<file path="config.mk">
export PLATFORM = sky130hd
export DESIGN_NAME = i2c_master_transfer_sequencer
export DESIGN_NICKNAME = d
export VERILOG_FILES = /design/src/hdl/i2cms_pkg.sv /design/src/hdl/i2c_master_transfer_sequencer.sv /design/src/hdl/i2cms_buf_mem.sv /design/src/hdl/i2cms_step.sv
export SDC_FILE = /design/constraint.sdc
export NUM_CORES = 1
export LEC_CHECK = 0
export BUFFER_PORTS_ARGS = -buffer_cell sky130_fd_sc_hd__clkbuf_2
export CAP_MARGIN = 10
export CORE_UTILIZATION = 56
export CTS_BUF_LIST = sky130_fd_sc_hd__clkbuf_8
export DETAILED_ROUTE_END_ITERATION = 7
export PLACE_DENSITY = 0.78
export SKIP_CTS_REPAIR_TIMING = 1
export SYNTH_ARGS = -nofsm -noshare
export SYNTH_HDL_FRONTEND = slang
export SYNTH_HIERARCHICAL = 1
export SYNTH_SLANG_ARGS = --single-unit
</file>
<file path="constraint.sdc">
create_clock -name clock -period 2.9 [get_ports clock]
set_input_delay 0.58 -clock clock [delete_from_list [all_inputs] [get_ports clock]]
set_output_delay 0.58 -clock clock [all_outputs]
set_load 0.05 [all_outputs]
</file>
<file path="src/hdl/i2cms_pkg.sv">
// Shared types, codes and constants for the two-wire master transfer sequencer.
package i2cms_pkg;

   localparam int BUF_DEPTH_DEF = 16;
   // Wide enough to compare any buffer position against the largest depth.
   localparam int CMP_W = 9;
   localparam int PTR_W = 5;
   localparam logic [PTR_W-1:0] PTR_MAX = 5'd31;

   localparam int REQ_DATA_W = 40;
   localparam int REQ_USER_W = 2;
   localparam int RSP_DATA_W = 32;

   localparam logic [7:0] STATUS_MASK = 8'hF8;
   localparam logic [7:0] RW_BIT_MASK = 8'h01;
   localparam logic [7:0] ADDR_MASK   = 8'hFE;

   // Bus status codes
   localparam logic [7:0] ST_START         = 8'h08;
   localparam logic [7:0] ST_REP_START     = 8'h10;
   localparam logic [7:0] ST_MTX_ADR_ACK   = 8'h18;
   localparam logic [7:0] ST_MTX_DATA_ACK  = 8'h28;
   localparam logic [7:0] ST_ARB_LOST      = 8'h38;
   localparam logic [7:0] ST_MRX_ADR_ACK   = 8'h40;
   localparam logic [7:0] ST_MRX_DATA_ACK  = 8'h50;
   localparam logic [7:0] ST_MRX_DATA_NACK = 8'h58;

   typedef enum logic [1:0] {
      OP_LOAD  = 2'd0,
      OP_START = 2'd1,
      OP_EVENT = 2'd2,
      OP_READ  = 2'd3
   } op_type;

   typedef enum logic [2:0] {
      ACT_NONE    = 3'd0,
      ACT_SEND    = 3'd1,
      ACT_RX_ACK  = 3'd2,
      ACT_RX_NACK = 3'd3,
      ACT_STOP    = 3'd4,
      ACT_RESTART = 3'd5,
      ACT_ABORT   = 3'd6
   } action_type;

   typedef enum logic [1:0] {
      OUT_NONE = 2'd0,
      OUT_OK   = 2'd1,
      OUT_ERR  = 2'd2
   } outcome_type;

   typedef enum logic {
      SEQ_IDLE = 1'b0,
      SEQ_EXEC = 1'b1
   } seq_state_type;

   typedef struct packed {
      op_type      op;
      logic [3:0]  index;
      logic [7:0]  data_byte;
      logic [4:0]  count;
      logic [7:0]  status;
      logic [7:0]  rx_byte;
   } req_item_type;

   typedef struct packed {
      logic [PTR_W-1:0] ptr;
      logic [PTR_W-1:0] size;
      logic             busy;
      outcome_type      outcome;
      logic [7:0]       error;
   } seq_regs_type;

   typedef struct packed {
      action_type  action;
      logic [7:0]  tx_byte;
      logic [7:0]  read_byte;
   } step_rsp_type;

endpackage

</file>
<file path="src/hdl/i2c_master_transfer_sequencer.sv">
// Top level of the two-wire master transfer sequencer: stream ports, control and state.
//
// Each request transaction gives exactly one response transaction. In the accept
// cycle (SEQ_IDLE) the message buffer memory is read (at the request index, at the
// byte pointer, or at position 0 for a start event); then, in SEQ_EXEC, the
// operation is applied, the buffer is written back and the response is registered.
// The sequencer returns to SEQ_IDLE and only then takes a new request, so it
// cannot accept a request before the previous one has been applied.
// The registered response may wait on rsp_tready while the next request is
// accepted; only the update cycle holds when the response register is still full.
module i2c_master_transfer_sequencer #(
   parameter int BUF_DEPTH = i2cms_pkg::BUF_DEPTH_DEF
) (
   input  logic                              clock,
   input  logic                              reset,
   input  logic                              req_tvalid,
   output logic                              req_tready,
   // index[3:0], data_byte[11:4], count[16:12], status[24:17], rx_byte[32:25], zero pad
   input  logic [i2cms_pkg::REQ_DATA_W-1:0]  req_tdata,
   // op[1:0]
   input  logic [i2cms_pkg::REQ_USER_W-1:0]  req_tuser,
   output logic                              rsp_tvalid,
   input  logic                              rsp_tready,
   // action[2:0], tx_byte[10:3], read_byte[18:11], busy_res[19], outcome[21:20],
   // error_status[29:22], zero pad
   output logic [i2cms_pkg::RSP_DATA_W-1:0]  rsp_tdata
);
   import i2cms_pkg::*;

   localparam int AW = $clog2(BUF_DEPTH);

   seq_state_type          state_ff, state_in;
   seq_regs_type           regs_ff, regs_in;
   req_item_type           item_ff, req_item;
   logic                   rsp_valid_ff, rsp_valid_in;
   logic [RSP_DATA_W-1:0]  rsp_data_ff, rsp_data_in;

   seq_regs_type           step_nxt;
   step_rsp_type           step_rsp;
   logic                   step_wr_en;
   logic [AW-1:0]          step_wr_addr;
   logic [7:0]             step_wr_data;
   logic [7:0]             buf_data;

   logic                   req_fire;
   logic                   exec_go;
   logic [7:0]             req_st_m;
   logic [AW-1:0]          rd_addr;

   assign req_item.op        = op_type'(req_tuser);
   assign req_item.index     = req_tdata[3:0];
   assign req_item.data_byte = req_tdata[11:4];
   assign req_item.count     = req_tdata[16:12];
   assign req_item.status    = req_tdata[24:17];
   assign req_item.rx_byte   = req_tdata[32:25];

   assign req_tready = (state_ff == SEQ_IDLE);
   assign req_fire   = req_tvalid && req_tready;

   // Start events rewind the pointer, so their send byte comes from position 0.
   always_comb begin
      req_st_m = req_item.status & STATUS_MASK;
      if (req_item.op == OP_EVENT) begin
         if ((req_st_m == ST_START) || (req_st_m == ST_REP_START)) begin
            rd_addr = '0;
         end else begin
            rd_addr = AW'(CMP_W'(regs_ff.ptr));
         end
      end else begin
         rd_addr = AW'(CMP_W'(req_item.index));
      end
   end

   i2cms_buf_mem #(
      .DEPTH (BUF_DEPTH),
      .AW    (AW)
   ) u_buf_mem (
      .clock   (clock),
      .wr_en   (step_wr_en && exec_go),
      .wr_addr (step_wr_addr),
      .wr_data (step_wr_data),
      .rd_en   (req_fire),
      .rd_addr (rd_addr),
      .rd_data (buf_data)
   );

   i2cms_step #(
      .BUF_DEPTH (BUF_DEPTH),
      .AW        (AW)
   ) u_step (
      .item     (item_ff),
      .buf_data (buf_data),
      .cur      (regs_ff),
      .nxt      (step_nxt),
      .rsp      (step_rsp),
      .wr_en    (step_wr_en),
      .wr_addr  (step_wr_addr),
      .wr_data  (step_wr_data)
   );

   always_comb begin
      state_in     = state_ff;
      regs_in      = regs_ff;
      exec_go      = 1'b0;
      rsp_valid_in = rsp_valid_ff && !rsp_tready;
      rsp_data_in  = rsp_data_ff;
      case (state_ff)
         SEQ_IDLE: begin
            if (req_fire) begin
               state_in = SEQ_EXEC;
            end
         end
         SEQ_EXEC: begin
            // hold until the response register is free
            if (!rsp_valid_ff || rsp_tready) begin
               exec_go      = 1'b1;
               state_in     = SEQ_IDLE;
               regs_in      = step_nxt;
               rsp_valid_in = 1'b1;
               rsp_data_in  = {2'b00, step_nxt.error, step_nxt.outcome, step_nxt.busy,
                               step_rsp.read_byte, step_rsp.tx_byte, step_rsp.action};
            end
         end
         default: begin
            state_in = SEQ_IDLE;
         end
      endcase
   end

   always_ff @(posedge clock) begin
      if (reset) begin
         state_ff     <= SEQ_IDLE;
         rsp_valid_ff <= 1'b0;
         regs_ff      <= '0;
      end else begin
         state_ff     <= state_in;
         rsp_valid_ff <= rsp_valid_in;
         regs_ff      <= regs_in;
      end
   end

   always_ff @(posedge clock) begin
      if (req_fire) begin
         item_ff <= req_item;
      end
      rsp_data_ff <= rsp_data_in;
   end

   assign rsp_tvalid = rsp_valid_ff;
   assign rsp_tdata  = rsp_data_ff;

   a_err_code_outcome : assert property (@(posedge clock) disable iff (reset)
      (regs_ff.error != 8'h00) |-> (regs_ff.outcome == OUT_ERR))
      else $error("error code kept without error outcome");

   a_busy_no_outcome : assert property (@(posedge clock) disable iff (reset)
      regs_ff.busy |-> (regs_ff.outcome == OUT_NONE))
      else $error("outcome reported while transfer still busy");

   a_size_bound : assert property (@(posedge clock) disable iff (reset)
      CMP_W'(regs_ff.size) <= CMP_W'(BUF_DEPTH))
      else $error("message size beyond buffer depth");

   a_send_keeps_busy : assert property (@(posedge clock) disable iff (reset)
      (exec_go && (step_rsp.action == ACT_SEND)) |=> (regs_ff.busy && rsp_tvalid))
      else $error("send action without busy transfer and response");

endmodule

</file>
<file path="src/hdl/i2cms_buf_mem.sv">
// Message buffer: one write port, one registered read port.
module i2cms_buf_mem #(
   parameter int DEPTH = 16,
   parameter int AW    = 4
) (
   input  logic          clock,
   input  logic          wr_en,
   input  logic [AW-1:0] wr_addr,
   input  logic [7:0]    wr_data,
   input  logic          rd_en,
   input  logic [AW-1:0] rd_addr,
   output logic [7:0]    rd_data
);

   logic [7:0] mem [DEPTH];
   logic [7:0] rd_data_ff;

   always_ff @(posedge clock) begin
      if (wr_en) begin
         mem[wr_addr] <= wr_data;
      end
   end

   always_ff @(posedge clock) begin
      if (rd_en) begin
         rd_data_ff <= mem[rd_addr];
      end
   end

   assign rd_data = rd_data_ff;

endmodule

</file>
<file path="src/hdl/i2cms_step.sv">
// Update logic: applies one host operation or bus event to the sequencer state.
module i2cms_step #(
   parameter int BUF_DEPTH = 16,
   parameter int AW        = 4
) (
   input  i2cms_pkg::req_item_type item,
   input  logic [7:0]              buf_data,
   input  i2cms_pkg::seq_regs_type cur,
   output i2cms_pkg::seq_regs_type nxt,
   output i2cms_pkg::step_rsp_type rsp,
   output logic                    wr_en,
   output logic [AW-1:0]           wr_addr,
   output logic [7:0]              wr_data
);
   import i2cms_pkg::*;

   localparam logic [CMP_W-1:0] DEPTH_W = CMP_W'(BUF_DEPTH);

   logic [7:0]       st_m;
   logic [PTR_W-1:0] ptr0;
   logic [PTR_W-1:0] ptr1;
   logic             idx_ok;
   logic             ptr_ok;
   logic             ptr0_ok;

   always_comb begin
      st_m    = item.status & STATUS_MASK;
      idx_ok  = CMP_W'(item.index) < DEPTH_W;
      ptr_ok  = CMP_W'(cur.ptr) < DEPTH_W;
      ptr0    = ((st_m == ST_START) || (st_m == ST_REP_START)) ? '0 : cur.ptr;
      ptr0_ok = CMP_W'(ptr0) < DEPTH_W;
      ptr1    = (cur.ptr == PTR_MAX) ? PTR_MAX : cur.ptr + 1'b1;

      nxt           = cur;
      rsp.action    = ACT_NONE;
      rsp.tx_byte   = '0;
      rsp.read_byte = '0;
      wr_en         = 1'b0;
      wr_addr       = AW'(CMP_W'(item.index));
      wr_data       = item.data_byte;

      case (item.op)
         OP_LOAD: begin
            wr_en = !cur.busy && idx_ok;
         end
         OP_START: begin
            if (!cur.busy) begin
               nxt.size    = (CMP_W'(item.count) > DEPTH_W) ? PTR_W'(BUF_DEPTH) : item.count;
               nxt.outcome = OUT_NONE;
               nxt.error   = '0;
               nxt.busy    = 1'b1;
            end
         end
         OP_READ: begin
            if (!cur.busy && idx_ok) begin
               rsp.read_byte = buf_data;
            end
         end
         OP_EVENT: begin
            if (cur.busy) begin
               // received bytes land at the current pointer
               wr_addr = AW'(CMP_W'(cur.ptr));
               wr_data = item.rx_byte;
               case (st_m)
                  ST_START, ST_REP_START, ST_MTX_ADR_ACK, ST_MTX_DATA_ACK: begin
                     nxt.ptr = ptr0;
                     if ((ptr0 < cur.size) && ptr0_ok) begin
                        rsp.tx_byte = buf_data;
                        rsp.action  = ACT_SEND;
                        nxt.ptr     = ptr0 + 1'b1;
                     end else begin
                        rsp.action  = ACT_STOP;
                        nxt.outcome = OUT_OK;
                        nxt.busy    = 1'b0;
                     end
                  end
                  ST_MRX_DATA_ACK: begin
                     wr_en      = ptr_ok;
                     nxt.ptr    = ptr1;
                     rsp.action = ((PTR_W+1)'(ptr1) + 1'b1 < (PTR_W+1)'(cur.size)) ?
                                  ACT_RX_ACK : ACT_RX_NACK;
                  end
                  ST_MRX_ADR_ACK: begin
                     rsp.action = ((PTR_W+1)'(cur.ptr) + 1'b1 < (PTR_W+1)'(cur.size)) ?
                                  ACT_RX_ACK : ACT_RX_NACK;
                  end
                  ST_MRX_DATA_NACK: begin
                     wr_en       = ptr_ok;
                     rsp.action  = ACT_STOP;
                     nxt.outcome = OUT_OK;
                     nxt.busy    = 1'b0;
                  end
                  ST_ARB_LOST: begin
                     rsp.action = ACT_RESTART;
                  end
                  default: begin
                     rsp.action  = ACT_ABORT;
                     nxt.outcome = OUT_ERR;
                     nxt.error   = st_m;
                     nxt.busy    = 1'b0;
                  end
               endcase
            end
         end
         default: begin
            rsp.action = ACT_NONE;
         end
      endcase
   end

endmodule
</file>
==> summary.txt <==
Outcome
  – Status: finished clean

Power
  – VDD IR max: 447 µV
  – Sw Pwr: 0.00155 W
  – PwrDens: 575 mW/mm²
  – Power Total: 0.00665 W
  – Pleak: 4.14 nW
  – Power share of the clock group: 0.376
  – Int Pwr: 0.00510 W
  – Part of the power in registers: 0.540
  – Logic pwr share: 0.084
  – Switching Share: 0.233

Final layout
  – Layout cell share with drive strength beyond 1: 0.297
  – Nets: 891
  – Storage cell area: 0.00641 mm²
  – Fill count: 1,197
  – Area growth syn-to-layout: 15.4%
  – Antenna cells: 0
  – Area of the multi-input gates: 0.00336 mm²
  – Fin cells: 1,073

CTS
  – Buffer levels on the longest clock path: 3
  – H-tree depth: 2
  – Clk Latency, worst-skew pair: 0.53 ns
  – Clk sinks: 221
  – CTS tree: done
  – Clock-pin slew on the worst setup and hold paths: 0.06 ns
  – Num CTS Buffers: 35
  – CTS root buf: clkbuf_8

Detailed routing
  – Via density: 5.83
  – WL per Instance: 18.8 µm
  – Pre-antenna DRT Iters: 5
  – DRC Markers: 0
  – WL final: 20.2 mm
  – Via count: 6,260
  – Antenna Violating Nets Remaining: 0
  – DRT iter0 DRCs: 483

Min path
  – Hold path endpoint: item_ff[1]
  – Min-Delay Path Class: in2reg
  – Hold Startpoint: req_tdata[26]
  – Worst hold stages: 1

Critical path
  – FF-to-FF path depth: 10
  – Crit Path Max Fanout: 4
  – FF-to-FF setup slack: 0.08 ns
  – CP endpoint kind: flip-flop
  – Worst EP required: 3.35 ns
  – Reg2Reg Launch Point: item_ff[12]
  – Crit start category: flip-flop
  – FF-to-FF End: regs_ff[10]
  – CP Data Arrival Time: 3.28 ns
  – Crit path kind: reg2reg

Logic synthesis
  – YS warnings: 6
  – Mapped Area: 0.0100 mm²
  – Synthesized instance count: 699
  – Syn avg cell area: 14.3 µm²

Run
  – MaxCap Viol Count: 0

Placed design
  – Final GP Congestion: 0.885
  – Placed Cells: 1,006
  – Post-DP HPWL: 14.0 mm
  – Port bufs: 67

GRT
  – Largest net degree at the start of global routing: 41
  – Number of global-route vias before repair: 6,133
  – Total grt overflow: 0
  – Global-route wire length before repair: 31.9 mm
  – GRT Total Usage: 0.230
  – Initial antenna violation count: 0

STA
  – Worst Tran Pin Value: 0.798 ns
  – Min Tclk post-route: 2.82 ns
  – Clk_skew: 0.0332 ns
  – Final period util: 0.973
  – Final hold violation count: 0
  – Setup Viol. Count Final: 0
  – Max-slew headroom: 0.468
  – Max Slew Vio Count: 0
  – FMAX: 0.354 GHz
  – Setup TNS: 0 ns

Die
  – Ports: 80
  – Die Span Y: 136 µm
  – Die width: 136 µm
  – Die area: 0.0184 mm²
  – Core Region: 0.0174 mm²
  – Initial Utilization: 0.577
  – # rows: 48
power groups by stage:
stage,logic (W),clock network [W],registers (W)
2_1_floorplan,0.000318,0,0.00373
3_3_place_gp,0.000536,0,0.00365
3_5_place_dp,0.000552,0,0.00365
4_1_cts,0.000554,0.00255,0.00359
5_1_grt,0.000603,0.00270,0.00359
6_report,0.000561,0.00250,0.00359
placed cells by master (no fill, tap or decap), types with 4 or more instances in the layout:
master    count
edfxtp_1    198
nand2_1      82
clkbuf_2     67
buf_4        52
clkbuf_8     37
inv_1        31
nand3_1      27
o21ai_2      23
o21ai_0      23
nor2_1       23
dfxtp_1      23
and2_1       22
a21oi_2      21
ha_1         20
mux4_2       18
a22oi_1      17
a21oi_1      15
mux4_1       14
nand2b_1     12
nor2b_1       9
nand4_1       9
o211ai_1      9
clkinv_1      7
nor3_1        6
a21o_1        4
a31oi_1       4
layout make-up:
type                    count  share of cell area
flip-flops and latches    221               0.555
multi-input cells         426               0.291
well taps                 225              0.0244
clock buffers              37              0.0441
inverters                  18             0.00607
repair buffers            121              0.0663
clock inverters            25              0.0136
worst max-delay path by stage:
stage | endpoint | slack [ns] | cells past startpoint | startpoint
2_1_floorplan | u_buf_mem/mem[0][0] | 0.08 | 8 | item_ff[33]
3_3_place_gp | regs_ff[10] | 0.09 | 11 | item_ff[11]
3_5_place_dp | regs_ff[10] | 0.03 | 11 | item_ff[11]
4_1_cts | regs_ff[10] | 0.02 | 11 | item_ff[11]
5_1_grt | regs_ff[10] | -0.02 | 10 | item_ff[12]
6_report | regs_ff[10] | 0.08 | 10 | item_ff[12]
routing by layer:
metal  global-route usage  wire (µm)  vias up
li1                     -          -     2929
met1                0.311       8600     3055
met2                0.372       9810      241
met3               0.0501       1410       35
met4               0.0774        367        0
met5                    0          0        -
per-stage QoR:
step           worst slack [ns]  utilization  hold slack (ns)  instance area, µm²
2_1_floorplan            0.0780            -            0.436               10000
3_3_place_gp             0.0890        0.623            0.448               10800
3_5_place_dp             0.0287        0.623            0.461               10800
4_1_cts                  0.0213        0.661            0.211               11500
5_1_grt                 -0.0198        0.666            0.208               11600
6_report                 0.0777        0.666            0.237               11600
registers in the layout, indices dropped and copies added (netlist names):
name               count
rsp_tdata             30
regs_ff               21
state_ff               1
u_buf_mem/rd_data      8
u_buf_mem/mem        128
rsp_tvalid             1
item_ff               32
critical path: stages (launching register included):
cell      delay (ns)
edfxtp_1        0.48
xor2_4          0.24
a21oi_1         0.29
ha_1            0.32
nand4_1         0.20
o211ai_1        0.20
a21oi_2         0.27
a21oi_1         0.10
o31ai_1         0.35
nand3_1         0.14
a21oi_2         0.14
Note: power is estimated with default switching activity, not from simulation.
